<file path="config.mk">
export PLATFORM = sky130hd
export DESIGN_NAME = pese_alu
export DESIGN_NICKNAME = d
export VERILOG_FILES = /design/src/rtl/core/pese_pkg.sv /design/src/rtl/core/pese_alu.sv
export SDC_FILE = /design/constraint.sdc
export NUM_CORES = 2
export LEC_CHECK = 0
export BUFFER_PORTS_ARGS = -buffer_cell sky130_fd_sc_hd__buf_4
export CORE_ASPECT_RATIO = 0.6
export CORE_MARGIN = 1
export CORE_UTILIZATION = 45
export CTS_CLUSTER_DIAMETER = 30
export DETAILED_ROUTE_END_ITERATION = 12
export PLACE_DENSITY = 0.66
export SYNTH_ARGS = -nofsm -noshare
export SYNTH_HDL_FRONTEND = slang
export SYNTH_SLANG_ARGS = --single-unit
</file>
<file path="constraint.sdc">
create_clock -name clk -period 9.3 [get_ports clk]
set_input_delay 0.465 -clock clk [delete_from_list [all_inputs] [get_ports clk]]
set_output_delay 0.465 -clock clk [all_outputs]
set_load 0.05 [all_outputs]
</file>
<file path="src/rtl/core/pese_pkg.sv">
// Shared types, codes and character constants for the prefix expression evaluator.
`timescale 1ns / 1ps
`default_nettype none
package pese_pkg;

    localparam int DefStackDepth = 64;

    localparam logic [7:0] ChPlus  = 8'h2B;
    localparam logic [7:0] ChMinus = 8'h2D;
    localparam logic [7:0] ChMul   = 8'h2A;
    localparam logic [7:0] ChDiv   = 8'h2F;
    localparam logic [7:0] ChMod   = 8'h25;
    localparam logic [7:0] ChPow   = 8'h5E;
    localparam logic [7:0] ChSpace = 8'h20;
    localparam logic [7:0] ChZero  = 8'h30;

    localparam logic [1:0] StOk        = 2'd0;
    localparam logic [1:0] StUnderflow = 2'd1;
    localparam logic [1:0] StOverflow  = 2'd2;
    localparam logic [1:0] StZero      = 2'd3;

    typedef enum logic [1:0] {
        AluDiv,
        AluMod,
        AluPow
    } alu_op_t;

    // Request to the iterative arithmetic unit.
    typedef struct packed {
        logic        start;
        alu_op_t     op;
    } alu_req_t;

    // Response of the iterative arithmetic unit.
    typedef struct packed {
        logic        done;
        logic        zero_err;
    } alu_rsp_t;

endpackage
`default_nettype wire

</file>
<file path="src/rtl/core/pese_alu.sv">
// Iterative divide, modulo and power unit; division yields one quotient bit per cycle, power uses square-and-multiply.
`timescale 1ns / 1ps
`default_nettype none
module pese_alu
    import pese_pkg::*;
(
    input  wire logic        clk,
    input  wire logic        rst_n,
    input  wire alu_req_t    req,
    input  wire logic [31:0] a,
    input  wire logic [31:0] b,
    output alu_rsp_t         rsp,
    output logic [31:0]      result
);

    typedef enum logic [1:0] {
        S_IDLE,
        S_DIV,
        S_POW_MUL,
        S_POW_SQ
    } state_t;

    state_t      state_reg;
    alu_op_t     op_reg;
    logic [5:0]  cnt_reg;
    logic [31:0] quo_reg;
    logic [31:0] rem_reg;
    logic [31:0] dvs_reg;
    logic        neg_q_reg;
    logic        neg_r_reg;
    logic [31:0] acc_reg;
    logic [31:0] sq_reg;
    logic [31:0] exp_reg;
    logic        done_reg;
    logic        zero_reg;
    logic [31:0] result_reg;

    logic [31:0] mag_a;
    logic [31:0] mag_b;
    logic [32:0] trial;
    logic [31:0] rem_shift;

    assign mag_a = a[31] ? (32'd0 - a) : a;
    assign mag_b = b[31] ? (32'd0 - b) : b;
    assign rem_shift = {rem_reg[30:0], quo_reg[31]};
    assign trial = {1'b0, rem_shift} - {1'b0, dvs_reg};

    assign rsp.done = done_reg;
    assign rsp.zero_err = zero_reg;
    assign result = result_reg;

    // Sequencer: restoring division or square-and-multiply, one step a cycle.
    always_ff @(posedge clk or negedge rst_n)
    begin
        if (!rst_n)
        begin
            state_reg <= S_IDLE;
            done_reg  <= 1'b0;
        end
        else
        begin
            unique case (state_reg)
                S_IDLE:
                begin
                    if (req.start)
                    begin
                        op_reg    <= req.op;
                        cnt_reg   <= 6'd0;
                        quo_reg   <= mag_a;
                        rem_reg   <= 32'd0;
                        dvs_reg   <= mag_b;
                        neg_q_reg <= a[31] ^ b[31];
                        neg_r_reg <= a[31];
                        acc_reg   <= 32'd1;
                        sq_reg    <= a;
                        exp_reg   <= b;
                        if (req.op == AluPow)
                        begin
                            if (b[31])
                            begin
                                done_reg <= 1'b1;
                                if (a == 32'd1)
                                    result_reg <= 32'd1;
                                else if (a == 32'hFFFF_FFFF)
                                    result_reg <= b[0] ? 32'hFFFF_FFFF : 32'd1;
                                else
                                    result_reg <= 32'd0;
                                zero_reg <= (a == 32'd0);
                            end
                            else
                            begin
                                done_reg  <= 1'b0;
                                zero_reg  <= 1'b0;
                                state_reg <= S_POW_MUL;
                            end
                        end
                        else if (b == 32'd0)
                        begin
                            done_reg   <= 1'b1;
                            zero_reg   <= 1'b1;
                            result_reg <= 32'd0;
                        end
                        else
                        begin
                            done_reg  <= 1'b0;
                            zero_reg  <= 1'b0;
                            state_reg <= S_DIV;
                        end
                    end
                    else
                        done_reg <= 1'b0;
                end
                S_DIV:
                begin
                    if (!trial[32])
                        rem_reg <= trial[31:0];
                    else
                        rem_reg <= rem_shift;
                    quo_reg <= {quo_reg[30:0], ~trial[32]};
                    cnt_reg <= cnt_reg + 6'd1;
                    done_reg <= (cnt_reg == 6'd31);
                    if (cnt_reg == 6'd31)
                    begin
                        state_reg <= S_IDLE;
                        if (op_reg == AluDiv)
                        begin
                            result_reg <= neg_q_reg
                                ? (32'd0 - {quo_reg[30:0], ~trial[32]})
                                : {quo_reg[30:0], ~trial[32]};
                        end
                        else
                        begin
                            result_reg <= neg_r_reg
                                ? (32'd0 - (trial[32] ? rem_shift : trial[31:0]))
                                : (trial[32] ? rem_shift : trial[31:0]);
                        end
                    end
                end
                S_POW_MUL:
                begin
                    if (exp_reg == 32'd0)
                    begin
                        state_reg  <= S_IDLE;
                        done_reg   <= 1'b1;
                        result_reg <= acc_reg;
                    end
                    else
                    begin
                        done_reg <= 1'b0;
                        if (exp_reg[0])
                            acc_reg <= acc_reg * sq_reg;
                        state_reg <= S_POW_SQ;
                    end
                end
                S_POW_SQ:
                begin
                    done_reg  <= 1'b0;
                    sq_reg    <= sq_reg * sq_reg;
                    exp_reg   <= {1'b0, exp_reg[31:1]};
                    state_reg <= S_POW_MUL;
                end
                default:
                begin
                    done_reg  <= 1'b0;
                    state_reg <= S_IDLE;
                end
            endcase
        end
    end

endmodule
`default_nettype wire

</file>
Word-level counts from Yosys, hierarchy flattened
Cells that the tools add are included.
{"block": "totals", "register_bits": 237, "word_cells": 101}
{"block": "op_classes", "n_bitwise": 2, "n_addsub": 6, "n_eq_ne": 16, "multipliers": 2, "mux": 45, "n_reduce_logical": 15}
{"cell": "$mux W32", "count": 20}
{"cell": "$pmux W32 S2", "count": 4}
{"cell": "$sub A1 B32 Y32 const A", "count": 4}
{"cell": "$logic_not A32 Y1", "count": 3}
{"cell": "$pmux W32 S3", "count": 1}
{"cell": "$mul A32 B32 Y32", "count": 2}
{"cell": "$mux W31", "count": 2}
{"cell": "$pmux W31 S2", "count": 1}
{"cell": "$sub A32 B32 Y33", "count": 1}
{"cell": "$eq A32 B1 Y1 const B", "count": 1}
{"cell": "$eq A32 B32 Y1 const B", "count": 1}
{"cell": "$mux W2", "count": 6}
{"cell": "$ne A3 B3 Y1 const B", "count": 4}
{"cell": "$pmux W6 S2", "count": 1}
{"cell": "$ne A2 B2 Y1 const B", "count": 5}
{"cell": "$reduce_and A3 Y1", "count": 3}
{"cell": "$pmux W2 S4", "count": 1}
{"cell": "$mux W1", "count": 7}
{"cell": "$reduce_and A7 Y1", "count": 1}
{"cell": "$add A6 B1 Y6 const B", "count": 1}
{"cell": "$eq A2 B2 Y1 const B", "count": 3}
{"cell": "$eq A6 B5 Y1 const B", "count": 1}
{"cell": "$mux W6", "count": 1}
{"cell": "$reduce_bool A2 Y1", "count": 3}
{"cell": "other kinds (8)", "count": 9}

Depth between registers and ports, before layout
{"block": "depth", "ltp_word": 7, "ltp_mapped": 30, "mapped_depth_nobuf": 27}

Worst setup path after synthesis
OpenSTA, ideal clock, no wires.
{"block": "synth_timing", "path_kind": "flip-flop to flip-flop", "startpoint": "register sq_reg[2]", "endpoint": "register acc_reg[30], data pin", "path_buffers": 3, "path_slack_ns": 1.701, "t_arrival_ns": 7.338, "t_required_ns": 9.039, "setup_ns": 0.261, "stages_incl_launch_ff": 25, "cell_sequence": "edfxtp_1 > clkbuf_1 > clkbuf_1 > clkbuf_1 > nand2_1 > fa_1 > inv_1 > fa_1 > inv_1 > fa_1 > fa_1 > inv_1 > fa_1 > fa_1 > fa_1 > fa_1 > ha_1 > a2111o_1 > or3_1 > a311oi_1 > nor2_1 > a211oi_1 > o21ai_0 > a31oi_1 > mux2i_1"}
{"block": "synth_via", "elab_chain_len": 4}
{"item": "start, declared", "line": "pese_alu.sv:32", "rtl": "logic [31:0] sq_reg;"}
{"item": "start signal, assigned", "line": "pese_alu.sv:158", "rtl": "sq_reg <= sq_reg * sq_reg;"}
{"item": "$mul A32 B32 Y32", "line": "pese_alu.sv:151", "rtl": "acc_reg <= acc_reg * sq_reg;"}
{"item": "$mux W32", "line": "pese_alu.sv:150", "rtl": "if (exp_reg[0])"}
{"item": "$mux W32", "line": "pese_alu.sv:141", "rtl": "if (exp_reg == 32'd0)"}
{"item": "$pmux W32 S2", "line": "pese_alu.sv:62", "rtl": "unique case (state_reg)"}
{"item": "end signal, assigned", "line": "pese_alu.sv:151"}
{"item": "end, declared", "line": "pese_alu.sv:31", "rtl": "logic [31:0] acc_reg;"}
Every way passes these cells. The select of a mux whose other input is x is not followed.
A chain may end at the register's enable or synchronous reset.

Final worst setup path
{"block": "layout_timing", "startpoint": "register sq_reg[3]", "endpoint": "register acc_reg[30], data pin"}
Same word-level chain as after synthesis.

==> out/results.tsv <==
stage	metric	value	unit
clock_tree	total setup buffers inserted after CTS	0	
global_routing	initial antenna violation count	5	
cells_and_area	sequential cell area	7102	um2
floorplan	I/O pins	103	
timing	clk_skew	0.04730	ns
timing	endpoints failing hold	0	
routing	Wirelength per Cell	23.54	um
cells_and_area	fill count	8719	
clock_tree	clk sinks	237	
clock_tree	TritonCTS Buffers	48	
timing	Slew Limit Fails	0	
critical_path	Worst EP arrival	8.64	ns
floorplan	DIE WIDTH	403.5	um
synth	Post-synth EDFFs	234	
synth	count of different cell masters after synthesis	75	
global_routing	largest net degree at the start of global routing	74	
clock_tree	Clock Pin Slew Worst Setup and Hold Paths	0.06	ns
timing	RSZ-0062 raised after global routing	no	
place	# port buffers	102	
synth	Mean Syn Cell Area	9.498	um2
global_routing	Remaining Overflow, GRT	0	
clock_tree	post-CTS resize count	0	
timing	Fmax	120.7	MHz
place	Final GP Congestion	0.9641	
timing	Final Cycle Share	89.07	%
global_routing	first-pass GRT wire length	210300	um
synth	Warnings, synthesis	0	
critical_path	Required @ worst endpoint	9.66	ns
critical_path	Crit Path Class	reg -> reg	
run	Max Cap Violations	0	
routing	DRC	0	
cells_and_area	Area Overhead vs Synth	9.160	%
synth	syn nets	5722	
place	DP Area	45680	um2
timing	Slew @ Worst Pin	1.213	ns
synth	top cells by count, synth	inv_1, fa_1, nand2_1	
synth	synthesis-stage register bit count	237	
cells_and_area	Nets	5730	
floorplan	die footprint	97990	um2
timing	min Tclk post-route	8.284	ns
place	Placed Cells	5829	
synth	most common cell in the synthesized netlist	inv_1	
synth	ys async rst share	1.266	%
routing	Vias/cell	5.588	
timing	normalized max-slew margin	19.11	%
timing	setup violators final	0	
clock_tree	hold_buf cts	1	
status	status	finished clean	
clock_tree	H-tree depth	2	
critical_path	Crit. End Element	flop	
timing	setup tns final	0	ns
worst_hold_path	Hold WC Path Type	in -> reg	
synth	post-synthesis sequential area ratio	16.32	%
critical_path	Crit Path Max Fanout	29	
synth	Mapped Cells	4582	
cells_and_area	Layout Cells excl Fill	5920	
floorplan	Initial Utilization	45.90	%
routing	drt initial violations	4183	
synth	top-area cell type share of the netlist area	35.56	%
routing	router iterations before antenna repair	6	
place	detailed placement HPWL	112100	um
clock_tree	clk root buf	clkbuf_16	
synth	post-synthesis cell area	43520	um2
routing	Routed WL	139400	um
cells_and_area	cell area after layout	47500	um2
synth	post-synth top area cell	fa_1	
critical_path	Setup crit start kind	flop	
routing	Antenna Violating Nets Remaining	0	
floorplan	Die Y	242.9	um
cells_and_area	Multi-input gate area	32200	um2
floorplan	Rows	87	
routing	total number of vias	33080	
clock_tree	clock latency at the later pin of the worst-skew pair	0.64	ns
clock_tree	Clock Path Buffers	3	
cells_and_area	layout cell share with drive strength beyond 1	7.863	%
synth	dominant synthesized flop cell	edfxtp_1	
synth	largest cells by area after synthesis	fa_1, edfxtp_1, ha_1	
global_routing	Total Routing Usage GR	28.86	%
floorplan	core area	94810	um2
clock_tree	CTS tree	done	
global_routing	number of global-route vias before repair	32770	
-- per-stage QoR --
stage	setup slack, ns	utilization [%]	hold WS [ns]
global placement	1.209	48.18	0.2794
detailed placement	1.035	48.18	0.2815
floorplan	1.701	-	0.1694
CTS	1.014	50.10	0.007856
finish	1.016	50.10	0.02418
global route	0.6405	50.10	0.02219
-- cell type report --
class	count	area share, %
Antenna cell	1	0.005268
Clock buffer	48	2.529
Clock inverter	41	1.291
Inverter	904	7.143
Multi-Input combinational cell	3217	67.78
Sequential cell	237	14.95
Tap cell	1290	3.398
Timing Repair Buffer	182	2.908
-- worst max-delay path: stages, from the launching register on --
cell and delay (ns):
edfxtp_1 1.15, nand2_1 0.18, fa_1 0.56, inv_1 0.05, fa_1 0.47, inv_1 0.05
fa_1 0.48, fa_1 0.61, inv_1 0.07, fa_1 0.50, fa_1 0.57, fa_1 0.43
fa_1 0.44, ha_1 0.33, a2111o_1 0.44, or3_1 0.34, a311oi_1 0.33, nor2_1 0.12
a211oi_1 0.40, o21ai_0 0.17, a31oi_1 0.22, mux2i_1 0.09
-- per-layer routing --
layer | track usage, % | vias to the layer above | share of wire, %
met3 | 12.22 | 167 | 17
met1 | 46.22 | 16530 | 46
met4 | 4.507 | 8 | 1.5
li1 | - | 14350 | -
met5 | 2.632 | - | 0.28
met2 | 35.02 | 2029 | 36
-- cell usage in the layout, fill, tap and decap left out, types with 100 or more instances in the layout --
cell | synthesis | layout
a21oi_1 | 100 | 100
edfxtp_1 | 234 | 234
fa_1 | 773 | 773
nand2_1 | 518 | 518
o21ai_0 | 153 | 153
nor2_1 | 135 | 134
and2_1 | 400 | 398
buf_4 | 2 | 180
inv_1 | 904 | 904
xnor2_1 | 180 | 180
ha_1 | 298 | 296
-- worst paths after layout --
path                            startpoint           end  slack, ns  cells past startpoint
worst max-delay path             sq_reg[3]   acc_reg[30]       1.02                     21
max in group asynchronous            rst_n  state_reg[0]       8.92                      2
min in group asynchronous            rst_n      done_reg       0.25                      2
worst min register to register  exp_reg[2]    exp_reg[1]       0.56                      2
worst max register to register   sq_reg[3]   acc_reg[30]       1.02                     21
worst min-delay path                req[0]     op_reg[0]       0.02                      1
-- logic make-up (layout without fill, tap and decap cells) --
| kind of cell | Yosys count | count (layout) | share of synthesized area (%) |
|---|---|---|---|
| AOI/OAI and AO/OA | 486 | 486 | 7.228 |
| xor gates and xnor gates | 278 | 278 | 5.595 |
| adders and majority gates | 1071 | 1071 | 44.13 |
| buffers and inverters | 1128 | 1175 | 9.775 |
| DFF | 237 | 237 | 16.32 |
| muxes | 81 | 81 | 2.036 |
| other | 0 | 1 | 0 |
| and+or+nand+nor | 1301 | 1301 | 14.92 |
Power is not shown: default switching activity piles up to over one toggle a cycle in this logic, so the estimate is an artifact.
